==> src/design/tlik_pkg.sv <==
// Shared types, constants and small functions for the two-link leg solver.
// Used by every module of the solver; no dependencies.
`default_nettype none

package tlik_pkg;

    // field widths
    localparam int COORD_W = 16;
    localparam int LEN_W   = 15;
    localparam int HIP_W   = 16;
    localparam int KNEE_W  = 14;
    localparam int CFG_IDX_W = 2;

    // default cordic depth
    localparam int CORDIC_ITER_DEF = 16;
    localparam int ATAN_LEN = 24;

    // internal datapath widths
    localparam int D2_W   = 32;  // x^2 + y^2
    localparam int NV_W   = 34;  // signed cordic operands
    localparam int RAD_W  = 62;  // radicand of the square root
    localparam int ROOT_W = 31;  // square root result
    localparam int SQRT_STAGES = 31;
    localparam int XW   = 38;    // cordic vector width
    localparam int ZW   = 34;    // cordic angle, radians Q30
    localparam int HZ_W = 35;    // hip angle difference
    localparam int OUT_W = 18;   // converted angle before clamping

    localparam logic signed [ZW-1:0] PI_Q30      = 34'sd3373259426;
    localparam logic signed [ZW-1:0] HALF_PI_Q30 = 34'sd1686629713;
    localparam logic [27:0] DEG_Q16 = 28'd240315917;  // 11520/pi in Q16

    localparam logic signed [OUT_W-1:0] HIP_LIMIT  = 18'sd25736;
    localparam logic signed [OUT_W-1:0] KNEE_LIMIT = 18'sd12868;

    // register reset values
    localparam logic [LEN_W-1:0] LEN_RESET = 15'd1600;

    // configuration register indexes
    typedef enum logic [CFG_IDX_W-1:0] {
        CFG_UPPER_LEN = 2'd0,
        CFG_LOWER_LEN = 2'd1,
        CFG_DEG_MODE  = 2'd2
    } cfg_index_t;

    // control carried alongside the angle datapath
    typedef struct packed {
        logic valid;
        logic reach;
    } side_t;

    // operands carried around the square root
    typedef struct packed {
        logic                     reach;
        logic signed [NV_W-1:0]   n;
        logic signed [NV_W-1:0]   m;
        logic signed [COORD_W-1:0] x;
        logic signed [COORD_W-1:0] y;
    } front_t;

    // arctangent of 2^-i in radians Q30
    function automatic logic [29:0] atan_q30(input int idx);
        logic [29:0] v;
        case (idx)
            0:  v = 30'd843314857;
            1:  v = 30'd497837829;
            2:  v = 30'd263043837;
            3:  v = 30'd133525159;
            4:  v = 30'd67021687;
            5:  v = 30'd33543516;
            6:  v = 30'd16775851;
            7:  v = 30'd8388437;
            8:  v = 30'd4194283;
            9:  v = 30'd2097149;
            10: v = 30'd1048576;
            11: v = 30'd524288;
            12: v = 30'd262144;
            13: v = 30'd131072;
            14: v = 30'd65536;
            15: v = 30'd32768;
            16: v = 30'd16384;
            17: v = 30'd8192;
            18: v = 30'd4096;
            19: v = 30'd2048;
            20: v = 30'd1024;
            21: v = 30'd512;
            22: v = 30'd256;
            23: v = 30'd128;
            default: v = '0;
        endcase
        return v;
    endfunction

    // left shift that brings the leading one of v up to bit 30
    function automatic logic [4:0] norm_shift(input logic [29:0] v);
        logic [4:0] pos;
        pos = '0;
        for (int i = 0; i < 30; i++)
        begin
            if (v[i])
                pos = 5'(i);
        end
        return 5'd30 - pos;
    endfunction

endpackage

`default_nettype wire

==> src/design/tlik_isqrt.sv <==
// Pipelined integer square root, one result bit per stage.
// Depends on tlik_pkg for widths and stage count.
`default_nettype none

module tlik_isqrt (
    input  wire logic                        clk,
    input  wire logic [tlik_pkg::RAD_W-1:0]  rad,
    output logic      [tlik_pkg::ROOT_W-1:0] root
);
    import tlik_pkg::*;

    logic [RAD_W-1:0] v_reg [0:SQRT_STAGES-1];
    logic [RAD_W-1:0] r_reg [0:SQRT_STAGES-1];

    for (genvar i = 0; i < SQRT_STAGES; i++)
    begin : g_stage
        localparam logic [RAD_W:0] BIT = (RAD_W+1)'(1) << (60 - 2 * i);
        logic [RAD_W-1:0] v_in;
        logic [RAD_W-1:0] r_in;
        logic [RAD_W:0]   trial;
        logic [RAD_W-1:0] v_next;
        logic [RAD_W-1:0] r_next;

        if (i == 0)
        begin : g_first
            assign v_in = rad;
            assign r_in = '0;
        end
        else
        begin : g_rest
            assign v_in = v_reg[i-1];
            assign r_in = r_reg[i-1];
        end

        // restoring step: subtract when the trial fits
        always_comb
        begin
            trial = {1'b0, r_in} + BIT;
            if ({1'b0, v_in} >= trial)
            begin
                v_next = RAD_W'({1'b0, v_in} - trial);
                r_next = RAD_W'((r_in >> 1) + BIT[RAD_W-1:0]);
            end
            else
            begin
                v_next = v_in;
                r_next = r_in >> 1;
            end
        end

        always_ff @(posedge clk)
        begin
            v_reg[i] <= v_next;
            r_reg[i] <= r_next;
        end
    end

    assign root = r_reg[SQRT_STAGES-1][ROOT_W-1:0];

endmodule

`default_nettype wire

==> config.mk <==
export PLATFORM = sky130hd
export DESIGN_NAME = tlik_isqrt
export DESIGN_NICKNAME = d
export VERILOG_FILES = /design/src/design/tlik_pkg.sv /design/src/design/tlik_isqrt.sv
export SDC_FILE = /design/constraint.sdc
export NUM_CORES = 2
export LEC_CHECK = 0
export BUFFER_PORTS_ARGS = -buffer_cell sky130_fd_sc_hd__clkbuf_2
export CAP_MARGIN = 20
export CORE_AREA = 3 3 424 342
export CTS_CLUSTER_DIAMETER = 200
export DETAILED_ROUTE_END_ITERATION = 8
export DIE_AREA = 0 0 427 345
export PLACE_DENSITY = 0.79
export RECOVER_POWER = 50
export SLEW_MARGIN = 5
export SYNTH_ARGS = -nofsm -noshare
export SYNTH_HDL_FRONTEND = slang
export SYNTH_SLANG_ARGS = --single-unit
==> constraint.sdc <==
create_clock -name clk -period 4.4 [get_ports clk]
set_input_delay 0.88 -clock clk [delete_from_list [all_inputs] [get_ports clk]]
set_output_delay 0.88 -clock clk [all_outputs]
set_load 0.02 [all_outputs]
==> impl_metrics.toml <==
[sta]
clock_skew_ns = 0.05560
hold_slack_ns = 0.1473
drv_slew = 0
setup_violations = 0
timing.fmax_ghz = 0.2420
rsz0062_at_grt = "false"
finalCritPeriodShare = 0.9391
finalSetupTns_ns = 0
tightest_slew_ns = 1.193
slew_headroom = 0.1973
final.min_clock_period_ns = 4.132
hold_viol_final = 0

[worst_setup_path]
cp-startpoint = "r_reg[26][8]$_DFF_P_"
critPathRequiredTime_ns = 5.17
reg2reg_to = "v_reg[1][730]$_DFF_P_"
path_buf_inv = 2
critical_path_depth = 13
setup.worst_path.end = "v_reg[1][730]$_DFF_P_"
critPathMaxFanout = 12
critical_path_arrival_ns = 4.90
worstRegToRegCells = 13
crit_path_end_kind = "flop"
critPathSlowestCell = "or4b_2"
start_kind = "flop"
slowest_delay_ns = 0.78
cp_top_family = "simple AND/OR/NAND/NOR gates"
rr_startpoint = "r_reg[26][8]$_DFF_P_"
reg2reg_slack_ns = 0.27
critical_path_class = "reg -> reg"
path_cells = "inv_1, ha_1, nor2b_1, and2_1, o31ai_2, a21oi_1, nor3_1, buf_4, o31ai_1, nand2_1, or4b_2, nor4_1, xor2_1"

[clocking]
cts_buffer_depth = 3
cts_buffers = 206
tritoncts = "yes"
clk_latency_ns = 0.86
cts_root_buffer = "clkbuf_16"
cts_sinks = 2356
htree_levels = 4
path_clk_slew_ns = 0.06
cts_hold_buf = 0

[route]
drc = 0
routed_via_density = 5.909
drtIter0Drc = 7561
drtAntennaViolNets = 0
drt-total-wl_um = 235400
dr.pass1.iters = 9
wl_per_cell_um = 21.20
vias = 65610

[yosys]
syn_nets = 9448
ys_seq_area_frac = 0.5330
ys_ff_latch = 2356
yosysUniqueCellTypes = 93
ys_warn_count = 0
syn_avg_cell_area_um2 = 9.988
syn_inst = 8860
yosysMostFrequentCell = "dfxtp_1"
synth_ff_type = "dfxtp_1"
synth_commonest_cells = "dfxtp_1 (2356), inv_1 (646), nand2_1 (601)"
synth_top_area_frac = 0.5330
synth_area_leaders = "dfxtp_1 (53%), ha_1 (7.4%), xor2_1 (4.2%)"
ys_async_sr_fraction = 0
synth_top_area_cell = "dfxtp_1"
synth-edff-count = 0
netlist_area_um2 = 88490

[global_routing]
grt_use_total = 0.3107
overflow = 0
antenna_found_initial = 10
grt_pass1_vias = 61830
grt_max_degree = 57
grt_first_pass_wirelength_um = 359800

[status]
status = "finished clean"

[die]
core_area_um2 = 140700
rows = 123
die_y_um = 345
design.die.area_um2 = 147300
ios = 94
die_w_um = 427
start_util = 0.6291

[power]
powerDensity_nw_per_um2 = 685.8
power.leakage_uw = 0.04539
peakVddDrop_v = 0.0004590

[placement]
placed_cell_area_um2 = 91180
dp_hpwl_um = 181000
io_buffers = 93
gp_congestion = 0.9930

[layout]
drive_gt1_frac = 0.06493
largest_reg_flops = 1860
areaGrowthSynthToFinish_pct = 11.29
design_area_um2 = 98480
layout.nets = 9640

[run]
cap_violations = 0

[hold_path]
min_path_type = "in -> reg"
==> where the power goes <==
group          internal, uW  switching, uW  total (uW)  leakage [uW]
Clock                 10900           8240       19100       0.00357
Combinational          7230           9800       17000        0.0221
Sequential            26200           5130       31400        0.0197
Total                 44400          23200       67500        0.0454
==> kinds of logic after synthesis <==
logic type	count (synthesis)	synth area share
compound gates	1669	0.1168
xor+xnor	828	0.08195
fa+ha+maj	525	0.07423
buf+inv	818	0.03528
flops	2356	0.5330
mux	74	0.009247
simple gates	2590	0.1495
==> layout make-up <==
cell class                 instances  area, um^2
timing repair buffer             151       859.6
clock buffer                     276        5829
fill                           10350       42180
inverter                         651        2446
antenna                            2       5.005
tap                             1875        2346
multi-input combinational       5686       38320
clock inverter                   105        1510
sequential                      2356       47170
==> worst min path at each step <==
stage	startpoint	to	cells past startpoint
final	rad[47]	v_reg[0][47]$_DFF_P_	1
after global routing	rad[47]	v_reg[0][47]$_DFF_P_	1
after CTS	rad[47]	v_reg[0][47]$_DFF_P_	1
after detailed placement	v_reg[0][944]$_DFF_P_	v_reg[1][14]$_DFF_P_	0
after global placement	v_reg[0][822]$_DFF_P_	v_reg[0][884]$_DFF_P_	0
after floorplan	v_reg[1][140]$_DFF_P_	v_reg[1][202]$_DFF_P_	0
==> per-stage QoR <==
step                      cells  setup WS, ns  utilization  total power [uW]
after floorplan            8860         1.174            -             41880
after global placement    10720        0.2876       0.6482             47470
after detailed placement  10720        0.1659       0.6482             47900
after CTS                 11100        0.1476       0.7004             67080
after global routing      11100       0.08433       0.7001             70530
final                     11100        0.2680       0.7001             67540
==> layer usage <==
layer	track usage	part of all wire	vias to the layer above
met3	0.08171	0.11	357
met4	0.06903	0.020	2
met1	0.4848	0.48	31130
li1	-	-	31170
met2	0.4247	0.39	2945
met5	0	0.000034	-
==> layout by cell type, fill, tap and decap left out, types with 42 or more instances in the layout <==
master	count
a21o_1	252
a21oi_1	515
and3_1	42
buf_4	55
clkbuf_1	83
clkbuf_16	207
dfxtp_1	2356
ha_1	525
inv_1	646
mux2_2	60
nand2_1	601
nand2b_1	89
nand3_1	134
nand4_1	147
nor2_1	550
nor2b_1	70
nor3_1	279
nor4_1	317
o21a_1	86
o21ai_0	442
o31ai_1	48
or3_1	98
or4_1	66
xnor2_1	399
xor2_1	429
==> repair_timing <==
item,in CTS,in global routing
hold endpoints to repair,0,0
resized for setup,0,2
setup endpoints to repair,0,21
buffers inserted,0,0
(Power assumes the default switching activity.)
