File: src/design/tlik_pkg.sv
// Shared types, constants and small functions for the two-link leg solver.
// Used by every module of the solver; no dependencies.
`default_nettype none

package tlik_pkg;

    // field widths
    localparam int COORD_W = 16;
    localparam int LEN_W   = 15;
    localparam int HIP_W   = 16;
    localparam int KNEE_W  = 14;
    localparam int CFG_IDX_W = 2;

    // default cordic depth
    localparam int CORDIC_ITER_DEF = 16;
    localparam int ATAN_LEN = 24;

    // internal datapath widths
    localparam int D2_W   = 32;  // x^2 + y^2
    localparam int NV_W   = 34;  // signed cordic operands
    localparam int RAD_W  = 62;  // radicand of the square root
    localparam int ROOT_W = 31;  // square root result
    localparam int SQRT_STAGES = 31;
    localparam int XW   = 38;    // cordic vector width
    localparam int ZW   = 34;    // cordic angle, radians Q30
    localparam int HZ_W = 35;    // hip angle difference
    localparam int OUT_W = 18;   // converted angle before clamping

    localparam logic signed [ZW-1:0] PI_Q30      = 34'sd3373259426;
    localparam logic signed [ZW-1:0] HALF_PI_Q30 = 34'sd1686629713;
    localparam logic [27:0] DEG_Q16 = 28'd240315917;  // 11520/pi in Q16

    localparam logic signed [OUT_W-1:0] HIP_LIMIT  = 18'sd25736;
    localparam logic signed [OUT_W-1:0] KNEE_LIMIT = 18'sd12868;

    // register reset values
    localparam logic [LEN_W-1:0] LEN_RESET = 15'd1600;

    // configuration register indexes
    typedef enum logic [CFG_IDX_W-1:0] {
        CFG_UPPER_LEN = 2'd0,
        CFG_LOWER_LEN = 2'd1,
        CFG_DEG_MODE  = 2'd2
    } cfg_index_t;

    // control carried alongside the angle datapath
    typedef struct packed {
        logic valid;
        logic reach;
    } side_t;

    // operands carried around the square root
    typedef struct packed {
        logic                     reach;
        logic signed [NV_W-1:0]   n;
        logic signed [NV_W-1:0]   m;
        logic signed [COORD_W-1:0] x;
        logic signed [COORD_W-1:0] y;
    } front_t;

    // arctangent of 2^-i in radians Q30
    function automatic logic [29:0] atan_q30(input int idx);
        logic [29:0] v;
        case (idx)
            0:  v = 30'd843314857;
            1:  v = 30'd497837829;
            2:  v = 30'd263043837;
            3:  v = 30'd133525159;
            4:  v = 30'd67021687;
            5:  v = 30'd33543516;
            6:  v = 30'd16775851;
            7:  v = 30'd8388437;
            8:  v = 30'd4194283;
            9:  v = 30'd2097149;
            10: v = 30'd1048576;
            11: v = 30'd524288;
            12: v = 30'd262144;
            13: v = 30'd131072;
            14: v = 30'd65536;
            15: v = 30'd32768;
            16: v = 30'd16384;
            17: v = 30'd8192;
            18: v = 30'd4096;
            19: v = 30'd2048;
            20: v = 30'd1024;
            21: v = 30'd512;
            22: v = 30'd256;
            23: v = 30'd128;
            default: v = '0;
        endcase
        return v;
    endfunction

    // left shift that brings the leading one of v up to bit 30
    function automatic logic [4:0] norm_shift(input logic [29:0] v);
        logic [4:0] pos;
        pos = '0;
        for (int i = 0; i < 30; i++)
        begin
            if (v[i])
                pos = 5'(i);
        end
        return 5'd30 - pos;
    endfunction

endpackage

`default_nettype wire

File: src/design/tlik_out.sv
// Angle unit conversion, rounding, clamping and result registers.
// Depends on tlik_pkg for widths, limits and the side_t struct.
`default_nettype none

module tlik_out (
    input  wire logic                              clk,
    input  wire logic                              rst_n,
    input  wire logic                              deg,
    input  wire tlik_pkg::side_t                   side,
    input  wire logic signed [tlik_pkg::ZW-1:0]    knee_z,
    input  wire logic signed [tlik_pkg::HZ_W-1:0]  hip_z,
    output logic                                   done,
    output logic                                   reachable,
    output logic signed [tlik_pkg::HIP_W-1:0]      hip_angle,
    output logic        [tlik_pkg::KNEE_W-1:0]     knee_angle
);
    import tlik_pkg::*;

    localparam logic signed [63:0] DEG_HALF = 64'sd35184372088832;  // 2^45

    // lane 0 is the hip, lane 1 the knee
    logic signed [HZ_W-1:0]  z_in   [0:1];
    logic signed [46:0]      ph_reg [0:1];
    logic        [44:0]      pl_reg [0:1];
    logic signed [OUT_W-1:0] rr_reg [0:1];
    logic signed [OUT_W-1:0] val    [0:1];
    side_t                   side1_reg;

    assign z_in[0] = hip_z;
    assign z_in[1] = HZ_W'(knee_z);

    for (genvar l = 0; l < 2; l++)
    begin : g_lane
        logic signed [46:0]   ph_next;
        logic        [44:0]   pl_next;
        logic signed [HZ_W:0] rsum;
        logic signed [63:0]   dsum;

        // split product for degrees, rounded shift for radians
        always_comb
        begin
            ph_next = $signed(z_in[l][HZ_W-1:17]) * $signed({1'b0, DEG_Q16});
            pl_next = z_in[l][16:0] * DEG_Q16;
            rsum    = {z_in[l][HZ_W-1], z_in[l]} + (HZ_W+1)'(1 << 17);
        end

        always_ff @(posedge clk)
        begin
            ph_reg[l] <= ph_next;
            pl_reg[l] <= pl_next;
            rr_reg[l] <= rsum[HZ_W:18];
        end

        // recombine the partial products
        always_comb
        begin
            dsum = $signed({ph_reg[l], 17'b0}) + $signed({19'b0, pl_reg[l]}) + DEG_HALF;
            val[l] = deg ? dsum[63:46] : rr_reg[l];
        end
    end

    always_ff @(posedge clk or negedge rst_n)
    begin
        if (!rst_n)
            side1_reg <= '0;
        else
            side1_reg <= side;
    end

    // clamp and mask unreachable targets
    logic signed [OUT_W-1:0] hip_next;
    logic signed [OUT_W-1:0] knee_next;

    always_comb
    begin
        if (val[0] < -HIP_LIMIT)
            hip_next = -HIP_LIMIT;
        else if (val[0] > HIP_LIMIT)
            hip_next = HIP_LIMIT;
        else
            hip_next = val[0];

        if (val[1] < 0)
            knee_next = '0;
        else if (val[1] > KNEE_LIMIT)
            knee_next = KNEE_LIMIT;
        else
            knee_next = val[1];

        if (!side1_reg.reach)
        begin
            hip_next  = '0;
            knee_next = '0;
        end
    end

    logic                     done_reg;
    logic                     reach_reg;
    logic signed [HIP_W-1:0]  hip_reg;
    logic        [KNEE_W-1:0] knee_reg;

    always_ff @(posedge clk or negedge rst_n)
    begin
        if (!rst_n)
            done_reg <= 1'b0;
        else
            done_reg <= side1_reg.valid;
    end

    always_ff @(posedge clk)
    begin
        reach_reg <= side1_reg.reach;
        hip_reg   <= hip_next[HIP_W-1:0];
        knee_reg  <= knee_next[KNEE_W-1:0];
    end

    assign done       = done_reg;
    assign reachable  = reach_reg;
    assign hip_angle  = hip_reg;
    assign knee_angle = knee_reg;

endmodule

`default_nettype wire

File: config.mk
export PLATFORM = sky130hd
export DESIGN_NAME = tlik_out
export DESIGN_NICKNAME = d
export VERILOG_FILES = /design/src/design/tlik_pkg.sv /design/src/design/tlik_out.sv
export SDC_FILE = /design/constraint.sdc
export NUM_CORES = 2
export LEC_CHECK = 0
export ABC_AREA = 1
export BUFFER_PORTS_ARGS = -buffer_cell sky130_fd_sc_hd__buf_2
export CAP_MARGIN = 40
export CORE_ASPECT_RATIO = 1.4
export CORE_MARGIN = 2
export CORE_UTILIZATION = 65
export CTS_CLUSTER_SIZE = 30
export DETAILED_ROUTE_END_ITERATION = 12
export GPL_TIMING_DRIVEN = 0
export PLACE_DENSITY = 0.82
export SYNTH_ARGS = -nofsm -noshare
export SYNTH_HDL_FRONTEND = slang
export SYNTH_SLANG_ARGS = --single-unit
File: constraint.sdc
create_clock -name clk -period 5.3 [get_ports clk]
set_input_delay 1.06 -clock clk [delete_from_list [all_inputs] [get_ports clk]]
set_output_delay 1.06 -clock clk [all_outputs]
set_load 0.1 [all_outputs]
==> results.tsv <==
metric	value	unit
status	finished, violations left	
violations	setup timing	
period_share	113	%
synth_ff_type	dfxtp_1	
wirelength	139	mm
drtAntennaViolNets	0	
clk_latency	570	ps
cp-end-kind	flop	
syn_area_per_cell	8.23	um2
dp_hpwl	108	mm
crit_path_start_kind	input pin	
seq_area_frac_synth	9.99	%
fp-row-count	112	
hold_ws	297	ps
clock-sinks	218	
die_w	223	um
wire_per_inst	21.2	um
overflow	0	
setup_viol	85	
grt_max_degree	17	
fmax	167	MHz
drt_iter0_drc	2893	
slew_headroom	51.6	%
io_pins	106	
cts.clk_slew.worst_paths	70	ps
hold_viol_final	0	
coreArea	0.0667	mm2
dieArea	0.0695	mm2
worst_pin_slew	721	ps
grt_pass1_wl	204	mm
setup_ws	-693	ps
slew_viol_final	0	
drtPass1Iterations	5	
layout_common_cells	inv_1, nand2_1, ha_1	
syn_nets	6872	
viasPerCell	5.74	
drive_gt1_share	18.2	%
worstSetupPathType	in2reg	
hold_class	in2async	
fillers	4473	
route.detailed.drc	0	
synth_edf_count	0	
vias	37574	
die_h	311	um
cap_violations	0	
grt_pass1_vias	39524	
clock-root-buffer	clkbuf_16	
cp_max_fo	4	
gp_congestion	1.01	
synthArstFlopShare	1.38	%
grt_use_total	37.8	%
syn-cell-area	0.0438	mm2
cts_buffers	23	
synth-seq-cells	218	
cp.required	5770	ps
period_needed	5990	ps
largest_register_ffs	93	
syn_to_final_growth	19.2	%
yosysWarnings	0	
layout_commonest_cell	inv_1	
antenna_found_initial	4	
rsz0062_at_grt	yes	
cts_tree	done	
start_util	65.7	%
portBuffers	104	
num-nets-final	7226	
clockBufferDepth	3	
worstPathArrival	6460	ps
synthDistinctLibCells	54	
synth_cells	5322	
skew	34.3	ps
htreeDepth	1	
cell usage after synthesis, types with 8 or more instances:
library cell  instances  area, um2
ha_1                828      10400
o221ai_1             11       96.3
nand2_1             796       2990
nor4_1               10       62.6
a31oi_1              26        163
a21oi_1             277       1390
nand3_2               9       90.1
o21ai_0             117        586
or2_2                17        106
o211ai_1             11       82.6
a21o_1               15        113
nand4_1              53        332
o21bai_1             17        128
dfxtp_1             215       4300
nor2_2                8       50.1
nand3_1             137        686
xnor2_1              60        526
o21ai_1              11       55.1
fa_1                648      13000
nand2_2              17        106
xor2_1              115       1010
nor2_1              318       1190
o21a_1               13       97.6
inv_1              1479       5550
inv_2                10       37.5
nor3_1               40        200
worst paths after layout:
| path | endpoint | cells after the start | slack (ps) | startpoint |
|---|---|---|---|---|
| worst min-delay path | side1_reg[1] | 1 | 300 | rst_n |
| max in group asynchronous | done | 1 | 4900 | rst_n |
| worst min register to register | done | 0 | 360 | side1_reg[1] |
| worst max register to register | hip_angle[10] | 18 | 2270 | pl_reg[0][43] |
| worst max-delay path | ph_reg[0][44] | 24 | -690 | hip_z[24] |
| min in group clk | done | 0 | 360 | side1_reg[1] |
timing repair:
| item | CTS | global route |
|---|---|---|
| setup endpoints to repair | 99 | 95 |
| resized for setup | 509 | 332 |
| pin swaps | 241 | 247 |
| hold buffers | 0 | 0 |
| setup buffers | 141 | 97 |
layout make-up:
type                       instances  area (um2)  share of cell area [%]
antenna                            2        5.00                 0.00958
sequential                       218        4380                    8.38
timing repair buffer             330        2950                    5.65
inverter                        1490        5650                    10.8
buffer                            10        46.3                  0.0886
clock inverter                    15         183                   0.350
tap                              855        1070                    2.05
clock buffer                      27         621                    1.19
multi-input combinational       3603       37300                    71.5
through the flow:
step | utilization [%] | cells | setup WS [ps] | cell area, um2 | TNS (ps)
finish | 78.3 | 6550 | -693 | 52200 | -29370
global route | 78.3 | 6548 | -814 | 52200 | -38990
CTS | 75.1 | 6462 | -407 | 50100 | -11820
detailed placement | 69.2 | 6281 | -1560 | 46200 | -112330
global placement | 69.2 | 6281 | -1580 | 46200 | -108530
floorplan | - | 5322 | -490 | 44600 | -18000
logic make-up (layout without fill, tap and decap cells):
kind of cell	Yosys count	after routing	synth area share [%]
other cells	0	2	0
buf+inv	1501	1872	12.9
xor+xnor	175	175	3.50
fa+ha+maj	1476	1476	53.2
flops	218	218	9.99
simple gates	1422	1422	13.6
compound gates	530	530	6.78
critical path, cell delays in order:
cell        delay [ps]
buf_12              80
clkinvlp_4          90
fa_2               560
inv_4               50
fa_1               570
inv_1               60
fa_1               470
fa_2               560
inv_2               40
fa_2               450
fa_2               660
ha_4               260
a21oi_4            160
nor2_1              50
nor2_1             140
inv_2               80
a21oi_2            180
o21ai_2            120
nand2_2            110
o2111ai_4          170
nand3_2            110
nand2_2             80
a21oi_2            180
xor2_1             150
metal layers:
metal | routed length (um) | global-route usage, % | up-vias
li1 | - | - | 17044
met3 | 8990 | 4.27 | 716
met2 | 69200 | 68.3 | 1676
met1 | 48600 | 42.2 | 18134
met5 | 23 | 0 | -
met4 | 11900 | 24.0 | 4
Power is not shown: default switching activity piles up to over one toggle a cycle in this logic, so the estimate is an artifact.
